**config.mk**
```make
export PLATFORM = sky130hd
export DESIGN_NAME = hcc_queue
export DESIGN_NICKNAME = d
export VERILOG_FILES = /design/src/rtl/core/hcc_pkg.sv /design/src/rtl/core/hcc_queue.sv
export SDC_FILE = /design/constraint.sdc
export NUM_CORES = 1
export LEC_CHECK = 0
export BUFFER_PORTS_ARGS = -buffer_cell sky130_fd_sc_hd__clkbuf_2
export CAP_MARGIN = 10
export CORE_MARGIN = 5
export CORE_UTILIZATION = 53
export CTS_BUF_LIST = sky130_fd_sc_hd__clkbuf_4 sky130_fd_sc_hd__clkbuf_8
export DETAILED_ROUTE_END_ITERATION = 12
export PLACE_DENSITY = 0.78
export SLEW_MARGIN = 20
export SYNTH_ARGS = -nofsm -noshare
export SYNTH_HDL_FRONTEND = slang
export SYNTH_SLANG_ARGS = --single-unit
```
**constraint.sdc**
```tcl
create_clock -name clk -period 2.8 [get_ports clk]
set_input_delay 0.56 -clock clk [delete_from_list [all_inputs] [get_ports clk]]
set_output_delay 0.56 -clock clk [all_outputs]
set_load 0.05 [all_outputs]
```
**src/rtl/core/hcc_pkg.sv**
```systemverilog
`timescale 1ns / 1ps

package hcc_pkg;

    // Default sizes of the edge table and the vertex set
    localparam int MAX_VERTICES_DEF = 256;
    localparam int MAX_EDGES_DEF    = 1024;

    // Fixed field widths
    localparam int IDX_W    = 11;
    localparam int VTX_W    = 8;
    localparam int VCOUNT_W = 9;
    localparam int FAIL_W   = 3;
    localparam int PADDR_W  = 4;
    localparam int PDATA_W  = 32;

    localparam int QUEUE_DEPTH = 2;

    localparam logic [IDX_W-1:0] COUNT_MAX = 11'h7FF;

    // Item kinds
    localparam logic KIND_LOAD = 1'b0;
    localparam logic KIND_PATH = 1'b1;

    // Failure codes
    localparam logic [FAIL_W-1:0] FAIL_NONE    = 3'd0;
    localparam logic [FAIL_W-1:0] FAIL_GRAPH   = 3'd1;
    localparam logic [FAIL_W-1:0] FAIL_LENGTH  = 3'd2;
    localparam logic [FAIL_W-1:0] FAIL_RANGE   = 3'd3;
    localparam logic [FAIL_W-1:0] FAIL_CONNECT = 3'd4;
    localparam logic [FAIL_W-1:0] FAIL_REPEAT  = 3'd5;

    // Register indexes (paddr[3:2])
    localparam logic [1:0] REG_GRAPH_VALID  = 2'd0;
    localparam logic [1:0] REG_VERTEX_COUNT = 2'd1;
    localparam logic [1:0] REG_EDGE_COUNT   = 2'd2;

    typedef struct packed {
        logic                graph_valid;
        logic [VCOUNT_W-1:0] vertex_count;
        logic [IDX_W-1:0]    edge_count;
    } hcc_cfg_t;

    // One classified item as it waits in the queue
    typedef struct packed {
        logic             kind;
        logic             idx_ok;
        logic [IDX_W-1:0] edge_index;
        logic [VTX_W-1:0] edge_from;
        logic [VTX_W-1:0] edge_to;
        logic             last;
    } hcc_item_t;

    // Keep the smallest nonzero code
    function automatic logic [FAIL_W-1:0] fail_merge(input logic [FAIL_W-1:0] cur,
                                                     input logic [FAIL_W-1:0] code);
        logic [FAIL_W-1:0] res;
        res = cur;
        if (code != FAIL_NONE && (cur == FAIL_NONE || code < cur))
        begin
            res = code;
        end
        return res;
    endfunction

endpackage

```
**src/rtl/core/hcc_queue.sv**
```systemverilog
`timescale 1ns / 1ps

module hcc_queue
    import hcc_pkg::*;
(
    input  logic      clk,
    input  logic      rst_n,
    input  logic      push,
    input  hcc_item_t push_item,
    output logic      full,
    output logic      q_valid,
    output hcc_item_t q_item,
    input  logic      pop
);

    localparam int PW = (QUEUE_DEPTH > 1) ? $clog2(QUEUE_DEPTH) : 1;
    localparam int CW = $clog2(QUEUE_DEPTH + 1);

    hcc_item_t         entry_reg [QUEUE_DEPTH];
    logic [PW-1:0]     wr_ptr_reg, wr_ptr_next;
    logic [PW-1:0]     rd_ptr_reg, rd_ptr_next;
    logic [CW-1:0]     count_reg, count_next;

    function automatic logic [PW-1:0] ptr_inc(input logic [PW-1:0] p);
        logic [PW-1:0] r;
        r = (32'(p) == QUEUE_DEPTH - 1) ? '0 : p + 1'b1;
        return r;
    endfunction

    always_comb
    begin
        full    = (32'(count_reg) == QUEUE_DEPTH);
        q_valid = (count_reg != '0);
        q_item  = entry_reg[rd_ptr_reg];

        wr_ptr_next = push ? ptr_inc(wr_ptr_reg) : wr_ptr_reg;
        rd_ptr_next = pop ? ptr_inc(rd_ptr_reg) : rd_ptr_reg;
        count_next  = count_reg;
        if (push && !pop)
        begin
            count_next = count_reg + 1'b1;
        end
        else if (pop && !push)
        begin
            count_next = count_reg - 1'b1;
        end
    end

    always_ff @(posedge clk or negedge rst_n)
    begin
        if (!rst_n)
        begin
            wr_ptr_reg <= '0;
            rd_ptr_reg <= '0;
            count_reg  <= '0;
        end
        else
        begin
            wr_ptr_reg <= wr_ptr_next;
            rd_ptr_reg <= rd_ptr_next;
            count_reg  <= count_next;
        end
    end

    always_ff @(posedge clk)
    begin
        if (push)
        begin
            entry_reg[wr_ptr_reg] <= push_item;
        end
    end

endmodule

```
==> out/qor.csv <==
stage;metric;value;unit
outcome;status;completed;
route;Total Routed Length;3.986;mm
power;maximum vdd drop;0.6866;mV
global_routing;first-pass GRT wire length;6.444;mm
die;Die X-Extent;76.76;µm
timing;Worst-Margin Slew;0.5918;ns
timing;Final TNS setup;0;ns
clock_tree;Sink Count;64;
yosys;Post-Syn Nets;144;
cells_and_area;Multi-input gate area;425.4;µm²
power;Sw Share;40.36;%
critical_path;worst r2r path cells;2;
route;# DRC;0;
yosys;Synth Warn #;0;
critical_path;startpoint types;flip-flop;
clock_tree;CTS H-tree lvls;3;
yosys;Synth top cells by count;edfxtp_1 (60), mux2_2 (30), dfrtp_1 (4), xor2_1 (4), buf_6 (3);
clock_tree;CTS Buffer Depth;2;
power;PwrDens;1183;mW/mm²
route;via count;1230;
timing;fmax;0.4822;GHz
route;detail-routed via count per cell;5.062;
timing;RSZ-0062 raised after global routing;false;
route;wire per inst;16.40;µm
yosys;post-synthesis async set-or-reset flop share;6.250;%
placed_design;gpl congestion;0.7531;
critical_path;Slowest cell on crit path;mux2_2;
placed_design;IO buf count;65;
yosys;multiplexer share of the synthesized area;14.30;%
critical_path;Crit path arrival time;1.51;ns
die;Die H;76.76;µm
yosys;largest area contributor in the netlist;edfxtp_1;
global_routing;GRT Overall Usage;14.50;%
yosys;Gate Count Post-Synth;109;
yosys;post-synthesis compound-gate area fraction;0;%
critical_path;Worst setup EP type;primary output;
critical_path;crit path from;rd_ptr_reg;
clock_tree;Root Driver;clkbuf_8;
route;First DRT Iteration DRCs;52;
clock_tree;CTS tree;done;
cells_and_area;number of diodes;0;
yosys;top_reg_cell synth;edfxtp_1;
critical_path;reg2reg start;wr_ptr_reg;
clock_tree;later-pin clock latency in the skew report;0.32;ns
timing;Final setup viols;0;
yosys;Syn Std Cell Area;0.002362;mm²
critical_path;CP max stage delay;0.38;ns
timing;Final min period;2.074;ns
yosys;sequential-to-total area share from yosys stat;80.51;%
yosys;post-synthesis sequential element count;64;
yosys;xor and xnor area share after synthesis;1.854;%
clock_tree;post-CTS sizing;0;
global_routing;GR Overflow Total;0;
yosys;combinational family with the most area after synthesis;multiplexers;
critical_path;Max FO, Critical Path;16;
global_routing;initial antenna violation count;0;
timing;Slew HR;60.37;%
critical_path;crit-path cells;buf_4, mux2_2, clkbuf_2;
timing;Fin Clk Skew;0.008523;ns
global_routing;vias in the first global route;1365;
cells_and_area;max reg flops;60;
power;total power;0.003467;W
yosys;simple-gate share of the synthesized area;1.218;%
placed_design;HPWL Detailed;2.806;mm
timing;Hold Fails Final Rpt;0;
critical_path;Crit Path Class;reg -> out;
power;clock power share;19.9;%
route;drt first pass iters;4;
flow_run;maxcap violations;0;
yosys;Avg Cell Area, Syn;21.67;µm²
yosys;Yosys top cell area share;76.27;%
timing;period utilization;74.07;%
yosys;Distinct cells, synth;12;
yosys;adder-cell share of the synthesized area;0.5297;%
power;P_leak;1.162;nW
clock_tree;total CTS buffers;9;
yosys;Synth area leaders;edfxtp_1 (76%), mux2_2 (14%), dfrtp_1 (4.2%), xor2_1 (1.5%), buf_6 (1.4%);
power;Net Sw Power;0.001399;W
die;core footprint;0.004354;mm²
power;sequential share of power;38.5;%
clock_tree;Worst-path clk slew;0.06;ns
die;initial core utilization;54.25;%
die;IO Count;66;
clock_tree;postcts setup bufs;0;
hold_path;Hold Crit Class;in -> async;
die;die area;0.005892;mm²
cells_and_area;area grow syn2layout;24.10;%
critical_path;Critical Path RT;2.24;ns
yosys;most common cell in the synthesized netlist;edfxtp_1;
global_routing;pin count of the biggest net entering global routing;31;
power;Internal;0.002068;W
yosys;EDFF count, synth;60;
die;row count;24;
cells_and_area;Sequential Area;0.001902;mm²
power;combinational power share;41.6;%
cells_and_area;Final #Nets;221;
cells_and_area;layout cell share with drive strength beyond 1;61.26;%
clock_tree;CTS Hold Bufs;0;
route;Final ANT Viol Nets;0;
cells_and_area;Fillers;293;
timing;Final Max Tran Viols;0;
-- cells by family (layout without fill, tap and decap cells) --
group / count (synthesis) / in the layout
xor+xnor: 5 / 5
flops: 64 / 64
fa+ha+maj: 1 / 1
simple gates: 5 / 5
buf+inv: 4 / 86
mux: 30 / 30
-- through the flow --
stage	std cells	utilization [%]	area (µm²)	hold slack, ns	setup slack (ns)
floorplan	109	-	2362	0.2644	0.4572
global route	243	67.33	2932	0.01685	0.6154
global placement	227	63.19	2751	0.3678	0.9190
CTS	243	67.33	2932	0.02404	0.7022
finish	243	67.33	2932	0.04055	0.7262
detailed placement	227	63.19	2751	0.3771	0.8447
-- power groups by stage --
| stage | logic [W] | clock network, W | registers, W |
|---|---|---|---|
| 2_1_floorplan | 0.00117 | 0 | 0.00135 |
| 3_3_place_gp | 0.00143 | 0 | 0.00134 |
| 3_5_place_dp | 0.00145 | 0 | 0.00136 |
| 4_1_cts | 0.00146 | 0.000718 | 0.00134 |
| 5_1_grt | 0.00152 | 0.000764 | 0.00135 |
| 6_report | 0.00144 | 0.000690 | 0.00133 |
-- per-layer routing --
metal  share of wire [%]  vias up  global-route usage [%]
met5                   0        -                       0
met3                 9.4        4                   7.026
met2                  51       55                   23.26
li1                    -      577                       -
met4                0.90        0                   6.993
met1                  39      594                   16.05
-- area by class of cell --
| cell class | count | share of cell area, % |
|---|---|---|
| clock buffers | 15 | 5.975 |
| clock inverters | 1 | 0.1707 |
| inverters | 1 | 0.1280 |
| multi-input cells | 41 | 14.51 |
| flip-flops and latches | 64 | 64.87 |
| well taps | 52 | 2.219 |
| repair buffers | 69 | 12.12 |
-- worst max-delay path, delay by kind of cell (launching register included) --
kind	cells	cell delay (ns)
buf+inv	2	0.48
mux	1	0.38
flops	1	0.34
-- layout by cell type, fill, tap and decap left out, drive strengths merged --
cell    netlist  final
dfrtp         4      4
xnor2         1      1
nor2          1      1
nor2b         2      2
edfxtp       60     60
clkinv        0      1
clkbuf        0     80
and2          1      1
buf           3      4
or2           1      1
ha            1      1
inv           1      1
xor2          4      4
mux2         30     30
-- worst paths after layout --
check | end | slack, ns
worst max-delay path | q_item[7] | 0.73
worst min-delay path | rd_ptr_reg | 0.04
worst max register to register | entry_reg[0][22] | 1.20
worst min register to register | wr_ptr_reg | 0.51
max in group asynchronous | count_reg[0] | 2.62
min in group clk | entry_reg[0][14] | 0.43
Power figures use the tool's default switching activity.
