<file path="src/rtl/core/hcc_pkg.sv">
`timescale 1ns / 1ps

package hcc_pkg;

    // Default sizes of the edge table and the vertex set
    localparam int MAX_VERTICES_DEF = 256;
    localparam int MAX_EDGES_DEF    = 1024;

    // Fixed field widths
    localparam int IDX_W    = 11;
    localparam int VTX_W    = 8;
    localparam int VCOUNT_W = 9;
    localparam int FAIL_W   = 3;
    localparam int PADDR_W  = 4;
    localparam int PDATA_W  = 32;

    localparam int QUEUE_DEPTH = 2;

    localparam logic [IDX_W-1:0] COUNT_MAX = 11'h7FF;

    // Item kinds
    localparam logic KIND_LOAD = 1'b0;
    localparam logic KIND_PATH = 1'b1;

    // Failure codes
    localparam logic [FAIL_W-1:0] FAIL_NONE    = 3'd0;
    localparam logic [FAIL_W-1:0] FAIL_GRAPH   = 3'd1;
    localparam logic [FAIL_W-1:0] FAIL_LENGTH  = 3'd2;
    localparam logic [FAIL_W-1:0] FAIL_RANGE   = 3'd3;
    localparam logic [FAIL_W-1:0] FAIL_CONNECT = 3'd4;
    localparam logic [FAIL_W-1:0] FAIL_REPEAT  = 3'd5;

    // Register indexes (paddr[3:2])
    localparam logic [1:0] REG_GRAPH_VALID  = 2'd0;
    localparam logic [1:0] REG_VERTEX_COUNT = 2'd1;
    localparam logic [1:0] REG_EDGE_COUNT   = 2'd2;

    typedef struct packed {
        logic                graph_valid;
        logic [VCOUNT_W-1:0] vertex_count;
        logic [IDX_W-1:0]    edge_count;
    } hcc_cfg_t;

    // One classified item as it waits in the queue
    typedef struct packed {
        logic             kind;
        logic             idx_ok;
        logic [IDX_W-1:0] edge_index;
        logic [VTX_W-1:0] edge_from;
        logic [VTX_W-1:0] edge_to;
        logic             last;
    } hcc_item_t;

    // Keep the smallest nonzero code
    function automatic logic [FAIL_W-1:0] fail_merge(input logic [FAIL_W-1:0] cur,
                                                     input logic [FAIL_W-1:0] code);
        logic [FAIL_W-1:0] res;
        res = cur;
        if (code != FAIL_NONE && (cur == FAIL_NONE || code < cur))
        begin
            res = code;
        end
        return res;
    endfunction

endpackage

</file>
<file path="src/rtl/core/hcc_front.sv">
`timescale 1ns / 1ps

module hcc_front
    import hcc_pkg::*;
#(
    parameter int MAX_EDGES = MAX_EDGES_DEF
) (
    input  logic             in_valid,
    output logic             in_stall,
    input  logic             kind,
    input  logic [IDX_W-1:0] edge_index,
    input  logic [VTX_W-1:0] edge_from,
    input  logic [VTX_W-1:0] edge_to,
    input  logic             last,
    input  hcc_cfg_t         cfg,
    input  logic             q_full,
    output logic             push,
    output hcc_item_t        push_item
);

    logic [31:0] idx_wide;
    logic        slot_ok;

    always_comb
    begin
        idx_wide = 32'(edge_index);
        slot_ok  = idx_wide < 32'(MAX_EDGES);

        push_item.kind       = kind;
        push_item.edge_index = edge_index;
        push_item.edge_from  = edge_from;
        push_item.edge_to    = edge_to;
        push_item.last       = last;
        // loads need a real slot, path steps also need a loaded edge
        if (kind == KIND_PATH)
        begin
            push_item.idx_ok = slot_ok && (edge_index < cfg.edge_count);
        end
        else
        begin
            push_item.idx_ok = slot_ok;
        end

        in_stall = q_full;
        push     = in_valid && !q_full;
    end

endmodule

</file>
<file path="config.mk">
export PLATFORM = sky130hd
export DESIGN_NAME = hcc_front
export DESIGN_NICKNAME = d
export VERILOG_FILES = /design/src/rtl/core/hcc_pkg.sv /design/src/rtl/core/hcc_front.sv
export SDC_FILE = /design/constraint.sdc
export NUM_CORES = 1
export LEC_CHECK = 0
export BUFFER_PORTS_ARGS = -buffer_cell sky130_fd_sc_hd__buf_2
export CORE_MARGIN = 4
export CORE_UTILIZATION = 31
export DETAILED_ROUTE_END_ITERATION = 8
export PLACE_DENSITY = 0.89
export SETUP_SLACK_MARGIN = 0.4
export SYNTH_ARGS = -nofsm -noshare
export SYNTH_HDL_FRONTEND = slang
export SYNTH_SLANG_ARGS = --single-unit
</file>
<file path="constraint.sdc">
create_clock -name vclk -period 2.3
set_input_delay 0.345 -clock vclk [all_inputs]
set_output_delay 0.345 -clock vclk [all_outputs]
set_load 0.02 [all_outputs]
</file>
==> results.cfg, run 1 <==
[status]
status = finished clean

[setup_path]
crit_arrival_ns = 1.56
cp_max_fo = 2
start_kind = input pin
cp-startpoint = edge_index[7]
endpoint = push_item[28]
critPathKind = input pin to output port
critPathRequiredTime_ns = 1.96
end_kind = output port

[timing]
rsz0062_at_grt = yes
hold_viol_final = 0
fin_crit_sh_pct = 82.74
slew_headroom_pct = 86.65
drv_slew = 0
post-route-min-period_ns = 1.903
tightest_slew_ns = 0.2003
setup_ws_ns = 0.3970
setup_viol = 0
fmax_mhz = 525.5
fin_tns_setup_ns = 0

[finish]
n_antenna_cell = 0
final_common_cell = buf_2
nFlopsAndLatches = 0
ff_latch_area_um2 = 0
fin_nets = 143
drive_gt1_share_pct = 69.62
mostFrequentLayoutCells = 38 x buf_2, 7 x inv_1, 5 x ha_4, 5 x ha_1
design_area_um2 = 608.1
syn2layout_area_growth_pct = 22.73
n_clock_buffer = 0
final_core_util_pct = 40.37

[place]
placed_area_um2 = 501.7
dp_hpwl_um = 964.6
dp_slack_ns = 0.1602
io_buffer_count = 40
gp_congestion = 0.6201

[global_routing]
grt_pass1_vias = 348
antenna_found_initial = 0
grt_max_degree = 5
grt.total_usage_pct = 8.114
gr-total-overflow = 0
grt_pass1_wl_mm = 1.373

[route]
route.vias.total = 427
vias_per_cell = 4.495
firstDrtPassIters = 1
wl_per_cell_um = 11.69
ant_nets = 0
drtIter0Drc = 0
wl_mm = 1.111
drc = 0

[floorplan]
core_area_mm2 = 0.001506
die_h_um = 47.98
die-area_mm2 = 0.002302
rows = 14
die_x_um = 47.98
pin_count = 84
start_util_pct = 32.89

[hold_path]
hp-class = input pin to output port

[synth]
synth_fp_nets = 129
ys_types = 17
synth.avg_cell_area_um2 = 7.395
yosysSeqAreaShare_pct = 0
synth_area_um2 = 495.5
netlist_instances = 67
synth_warnings = 0

[power]
ir_worst_vdd_mv = 0.07929
power_leakage_nw = 0.3454
p_per_area_mw_per_mm2 = 206.4

[flow_run]
maxCapViolations = 0
cell families (layout without fill, tap and decap cells):
kind of cell / count (synthesis) / count (layout) / share of synthesized area [%]
AOI/OAI and AO/OA: 9 / 9 / 13.89
adders and majority gates: 10 / 10 / 25.25
buffers and inverters: 40 / 52 / 53.03
and+or+nand+nor: 8 / 8 / 7.831
what timing repair did:
item / in CTS / in global routing
setup buffers: 2 / 0
pin swaps: 8 / 0
gates resized for setup: 16 / 0
endpoints found under the setup margin: 1 / 1
hold buffers: 0 / 0
synthesized netlist by cell type (all sizes together):
cell type | n | area share [%]
a211o | 1 | 1.8
a21o | 1 | 1.5
a21oi | 3 | 3.8
a221oi | 1 | 3.0
a31oi | 1 | 1.3
buf | 30 | 45
ha | 10 | 25
inv | 10 | 7.6
nand2 | 2 | 1.5
nand2b | 1 | 1.3
nand3 | 1 | 1.0
nand4 | 1 | 1.3
nor2 | 2 | 1.5
nor2b | 1 | 1.3
o211ai | 1 | 1.5
o21ai | 1 | 1.0
area by class of cell:
type                            count  area, um2
Fill cell                         162      898.4
Multi-Input combinational cell     27      320.3
Timing Repair Buffer               42      227.7
Inverter                           10      40.04
Tap cell                           16      20.02
through the flow:
step	instances	hold WS (ns)	total power, mW
6_report	95	0.6900	0.1255
5_1_grt	95	0.6900	0.1382
4_1_cts	95	0.6901	0.1272
3_5_place_dp	93	0.6901	0.1021
3_3_place_gp	93	0.6901	0.09905
2_1_floorplan	67	0.7189	0.1166
per-layer routing:
metal / vias to the layer above / global-route usage, % / routed length (um)
met1: 176 / 7.391 / 325
met2: 34 / 16.89 / 556
li1: 213 / - / -
met3: 4 / 2.632 / 218
met5: - / 0 / 0
met4: 0 / 1.613 / 10
worst min path at each step:
stage | startpoint | to | slack [ns] | depth (start not counted)
floorplan | edge_index[10] | push_item[28] | 0.72 | 1
global placement | edge_from[6] | push_item[15] | 0.69 | 0
detailed placement | edge_from[6] | push_item[15] | 0.69 | 0
CTS | edge_from[6] | push_item[15] | 0.69 | 0
global route | edge_to[6] | push_item[7] | 0.69 | 0
finish | edge_from[2] | push_item[11] | 0.69 | 0
worst max-delay path, stage by stage:
cell	delay (ns)
buf_2	0.10
ha_1	0.28
nand4_1	0.11
nor2_1	0.05
a211o_1	0.29
a221oi_4	0.23
buf_6	0.15
report_power, final:
group / leakage [nW] / internal [mW] / switching, mW
Clock: 0 / 0 / 0
Sequential: 0 / 0 / 0
Combinational: 0.345 / 0.0611 / 0.0644
Total: 0.345 / 0.0611 / 0.0644
Note: power is estimated with default switching activity, not from simulation.
==> inputs of run 2 (changes only) <==
Settings changed: ABC_AREA set to 1, CORE_UTILIZATION 31 to 27, PLACE_DENSITY 0.89 to 0.78.
Clock period 2.3 ns to 1.6 ns, I/O delays scaled along.
==> run 2 against run 1 <==
  * Die area rose by 21%
  * Combinational power is 90% higher
  * Non-clock buffer count decreased by 2
  * Critical path depth is 4 higher
  * Sequential cell count did not move
  * Wire length rose by 4.8%
  * First-iteration DRC count is the same
  * Via count up 10%
  * Final cell count increased by 27%
==> results.cfg, run 2 <==
[status]
status = finished clean

[flow_run]
maxCapViolations = 0

[global_routing]
antenna_found_initial = 0
gr-total-overflow = 0
grt_pass1_vias = 458
grt_pass1_wl_mm = 1.835
grt_max_degree = 4
grt.total_usage_pct = 8.178

[synth]
synth_most_common_cell = buf_4
synth_fp_nets = 148
synth.avg_cell_area_um2 = 6.271
synth_area_um2 = 539.3
synth_top_area_share_pct = 41.76
ys_types = 10
yosysSeqAreaShare_pct = 0
synth.area.top_cells = buf_4 42%, ha_1 23%, inv_1 14%, nand2_1 11%, a21oi_1 2.8%
yosys.area.top_type = buf_4
netlist_instances = 86
synth_common_cells = 30 x buf_4, 20 x inv_1, 16 x nand2_1
synth_warnings = 0

[timing]
hold_viol_final = 0
slew_headroom_pct = 91.59
fin_tns_setup_ns = 0
post-route-min-period_ns = 1.454
fmax_mhz = 687.6
drv_slew = 0
setup_viol = 0
rsz0062_at_grt = yes
fin_crit_sh_pct = 90.89
tightest_slew_ns = 0.1261

[power]
p_clk_share_pct = 0
power_leakage_nw = 0.4519
ir_worst_vdd_mv = 0.1191
p_int_mw = 0.1229
switching_share_pct = 48.37
power.share.sequential_pct = 0
power_mw = 0.2381
p_per_area_mw_per_mm2 = 281.5
switchingPower_mw = 0.1151
pwr-share-comb_pct = 100.0

[route]
vias_per_cell = 3.893
firstDrtPassIters = 1
ant_nets = 0
route.vias.total = 471
wl_per_cell_um = 9.620
drc = 0
wl_mm = 1.164
drtIter0Drc = 0

[finish]
nFlopsAndLatches = 0
n_clock_buffer = 0
mostFrequentLayoutCells = 24 x buf_2, 14 x buf_6, 13 x nand2_1, 10 x ha_4, 8 x inv_1
fin_nets = 160
ff_latch_area_um2 = 0
final_common_cell = buf_2
n_antenna_cell = 0
drive_gt1_share_pct = 72.92
syn2layout_area_growth_pct = 56.84

[floorplan]
start_util_pct = 29.93
pin_count = 84
die_x_um = 52.69
die_h_um = 52.69
rows = 15
die-area_mm2 = 0.002776
core_area_mm2 = 0.001802

[setup_path]
start_kind = input pin
crit_arrival_ns = 1.21
end_kind = output port
critPathRequiredTime_ns = 1.36
cp_max_fo = 2
critPathKind = input pin to output port

[hold_path]
hp-class = input pin to output port
holdPathStages = 0

[place]
dp_hpwl_mm = 1.073
gp_congestion = 0.6009
io_buffer_count = 40

[clocking]
hold_buffers = 0
run 2: metrics by stage:
step	hold WS [ns]	cells	util [%]	setup WS [ns]	cell area, um2
after detailed placement	0.4801	121	40.00	0.005844	720.7
after floorplan	0.5070	86	-	0.3282	714.4
final	0.4800	121	46.94	0.1457	845.8
after global placement	0.4801	121	40.00	0.003428	720.7
after global routing	0.4800	121	46.94	0.05466	845.8
after CTS	0.4801	121	45.83	0.1545	825.8
run 2: layout make-up:
class	count	area (um2)
Tap cell	25	31.28
Multi-Input combinational cell	36	396.6
Fill cell	190	955.9
Timing Repair Buffer	40	307.8
Inverter	20	110.1
run 2: kinds of logic after synthesis:
kind of cell / count (synthesis) / share of synthesized area, %
buffers and inverters: 50 / 55.68
adders and majority gates: 10 / 23.20
and+or+nand+nor: 21 / 15.31
AOI/OAI and AO/OA: 5 / 5.800
run 2: final timing paths:
path	slack, ns	to	from
max	0.15	push_item[28]	cfg[4]
min	0.48	push_item[14]	edge_from[5]
run 2: layer usage:
metal	global-route usage, %	part of all wire (%)	vias up
met1	9.333	37	196
met2	16.12	53	27
met5	0	0	-
li1	-	-	244
met3	0.5698	9.0	4
met4	1.702	0.77	0
run 2: critical path: stages:
cell	delay [ns]
buf_8	0.11
inv_12	0.04
ha_4	0.18
nand2_2	0.05
nand2_1	0.04
nand2_1	0.05
nand2_1	0.05
nand2_1	0.07
nand3_2	0.09
a21oi_4	0.15
buf_6	0.13
run 2: power by group through the flow:
stage                     registers [mW]  clock network, mW  logic, mW
final                                  0                  0      0.238
after global routing                   0                  0      0.266
after CTS                              0                  0      0.230
after detailed placement               0                  0      0.200
after global placement                 0                  0      0.191
after floorplan                        0                  0      0.200
run 2: repair_timing:
| action | CTS | global route |
|---|---|---|
| resized for setup | 26 | 7 |
| setup buffers | 0 | 0 |
| endpoints found under the hold margin | 0 | 0 |
| pin swaps | 16 | 8 |
| endpoints found under the setup margin | 1 | 1 |
==> inputs of run 3 (changes only) <==
==> constraint.sdc (replaced) <==
create_clock -name vclk -period 1.6
set_input_delay 0.16 -clock vclk [all_inputs]
set_output_delay 0.16 -clock vclk [all_outputs]
set_load 0.02 [all_outputs]
==> run 3 against run 2 <==
  * Core utilization decreased by 2.9 points
  * Critical path depth did not move
  * Non-clock buffer count did not move
  * Wire length up 17%
  * Combinational power fell by 3%
  * Hold slack got worse by 0.16 ns
  * Die area stayed put
  * First-iteration DRC count increased by 2
  * Critical path type unchanged
  * Highest routed layer unchanged
==> results.cfg, run 3 (synthesis results as in run 2) <==
[timing]
hold_viol_final = 0
post-route-min-period_ns = 1.294
fmax_mhz = 772.7
slew_headroom_pct = 92.20
drv_slew = 0
rsz0062_at_grt = yes
fin_tns_setup_ns = 0
setup_viol = 0
whs_ns = 0.3200
fin_crit_sh_pct = 80.89
tightest_slew_ns = 0.1170

[route]
route.vias.total = 486
wl_met3_um = 165
drtIter0Drc = 2
m1WireLength_um = 400
firstDrtPassIters = 4
wl_mm = 1.360
dr_wl_met2_um = 777
wl_per_cell_um = 11.24
vias_per_cell = 4.017
drc = 0
ant_nets = 0
top_layer = met4

[setup_path]
cp_cell_sequence = buf_8 > inv_4 > ha_4 > nand2_2 > nand2_2 > nand2_2 > nand2_1 > nand2_1 > nand3_2 > a21oi_4 > buf_6
cp_max_fo = 2
critPathKind = input pin to output port
crit_top_cell = nand2_2
crit_arrival_ns = 1.13
slowest_delay_ns = 0.19
slowest_stage = ha_4
path_buf_inv = 3
start_kind = input pin
end_kind = output port
critPathRequiredTime_ns = 1.44
critPathTopFamily = simple AND/OR/NAND/NOR gates

[power]
ir_worst_vdd_mv = 0.09883
p_per_area_mw_per_mm2 = 290.7
power_leakage_nw = 0.4338

[clocking]
postCtsSetupBuffers = 0
hold_buffers = 0

[finish]
n_clock_buffer = 0
fin_nets = 160
syn2layout_area_growth_pct = 47.10
mostFrequentLayoutCells = 29 x buf_2, 10 x ha_4, 9 x inv_2, 9 x nand2_1, 9 x buf_6
drive_gt1_share_pct = 79.17
nFlopsAndLatches = 0
final_core_util_pct = 44.03
n_antenna_cell = 0
final_common_cell = buf_2
ff_latch_area_um2 = 0

[floorplan]
core_area_mm2 = 0.001802
start_util_pct = 29.93
die-area_mm2 = 0.002776
pin_count = 84
die_x_um = 52.69
rows = 15
die_h_um = 52.69

[global_routing]
gr-total-overflow = 0
antenna_found_initial = 0
grt_pass1_wl_mm = 2.028
grt_pass1_vias = 514
grt.total_usage_pct = 9.229
grt_max_degree = 4

[place]
gp_congestion = 0.7236
io_buffer_count = 40
dp_hpwl_mm = 1.073

[status]
status = finished clean

[hold_path]
hp-class = input pin to output port

[flow_run]
maxCapViolations = 0
run 3: power breakdown:
| part | total [mW] | switching, mW | internal [mW] |
|---|---|---|---|
| Clock | 0 | 0 | 0 |
| Sequential | 0 | 0 | 0 |
| Combinational | 0.231 | 0.117 | 0.113 |
run 3: metrics by stage:
stage / instances / power (mW) / setup slack, ns / area (um2)
after floorplan: 86 / 0.1725 / 0.4075 / 546.8
after global placement: 121 / 0.1473 / 0.1234 / 553.0
after detailed placement: 121 / 0.1532 / 0.1112 / 553.0
after CTS: 121 / 0.2173 / 0.2799 / 765.7
after global routing: 121 / 0.2532 / 0.2161 / 793.3
final: 121 / 0.2306 / 0.3058 / 793.3
run 3: final cells by class:
| type | count | area, um2 |
|---|---|---|
| multi-input combinational | 36 | 407.9 |
| inverter | 20 | 85.08 |
| tap | 25 | 31.28 |
| fill | 186 | 1008 |
| timing repair buffer | 40 | 269.0 |
run 3: path summary, 6_finish.rpt:
| path | startpoint | endpoint | slack, ns | cells past startpoint |
|---|---|---|---|---|
| worst max-delay path | cfg[4] | push_item[28] | 0.31 | 11 |
| worst min-delay path | edge_from[7] | push_item[16] | 0.32 | 0 |
run 3: what timing repair did:
action / CTS / global route
endpoints found under the setup margin: 1 / 1
resized for setup: 43 / 10
pin swaps: 19 / 7
run 3: metal layers:
layer	up-vias	global-route usage, %
met1	205	8.333
met3	6	1.140
met5	-	0
li1	244	-
met4	0	2.553
met2	31	20.25
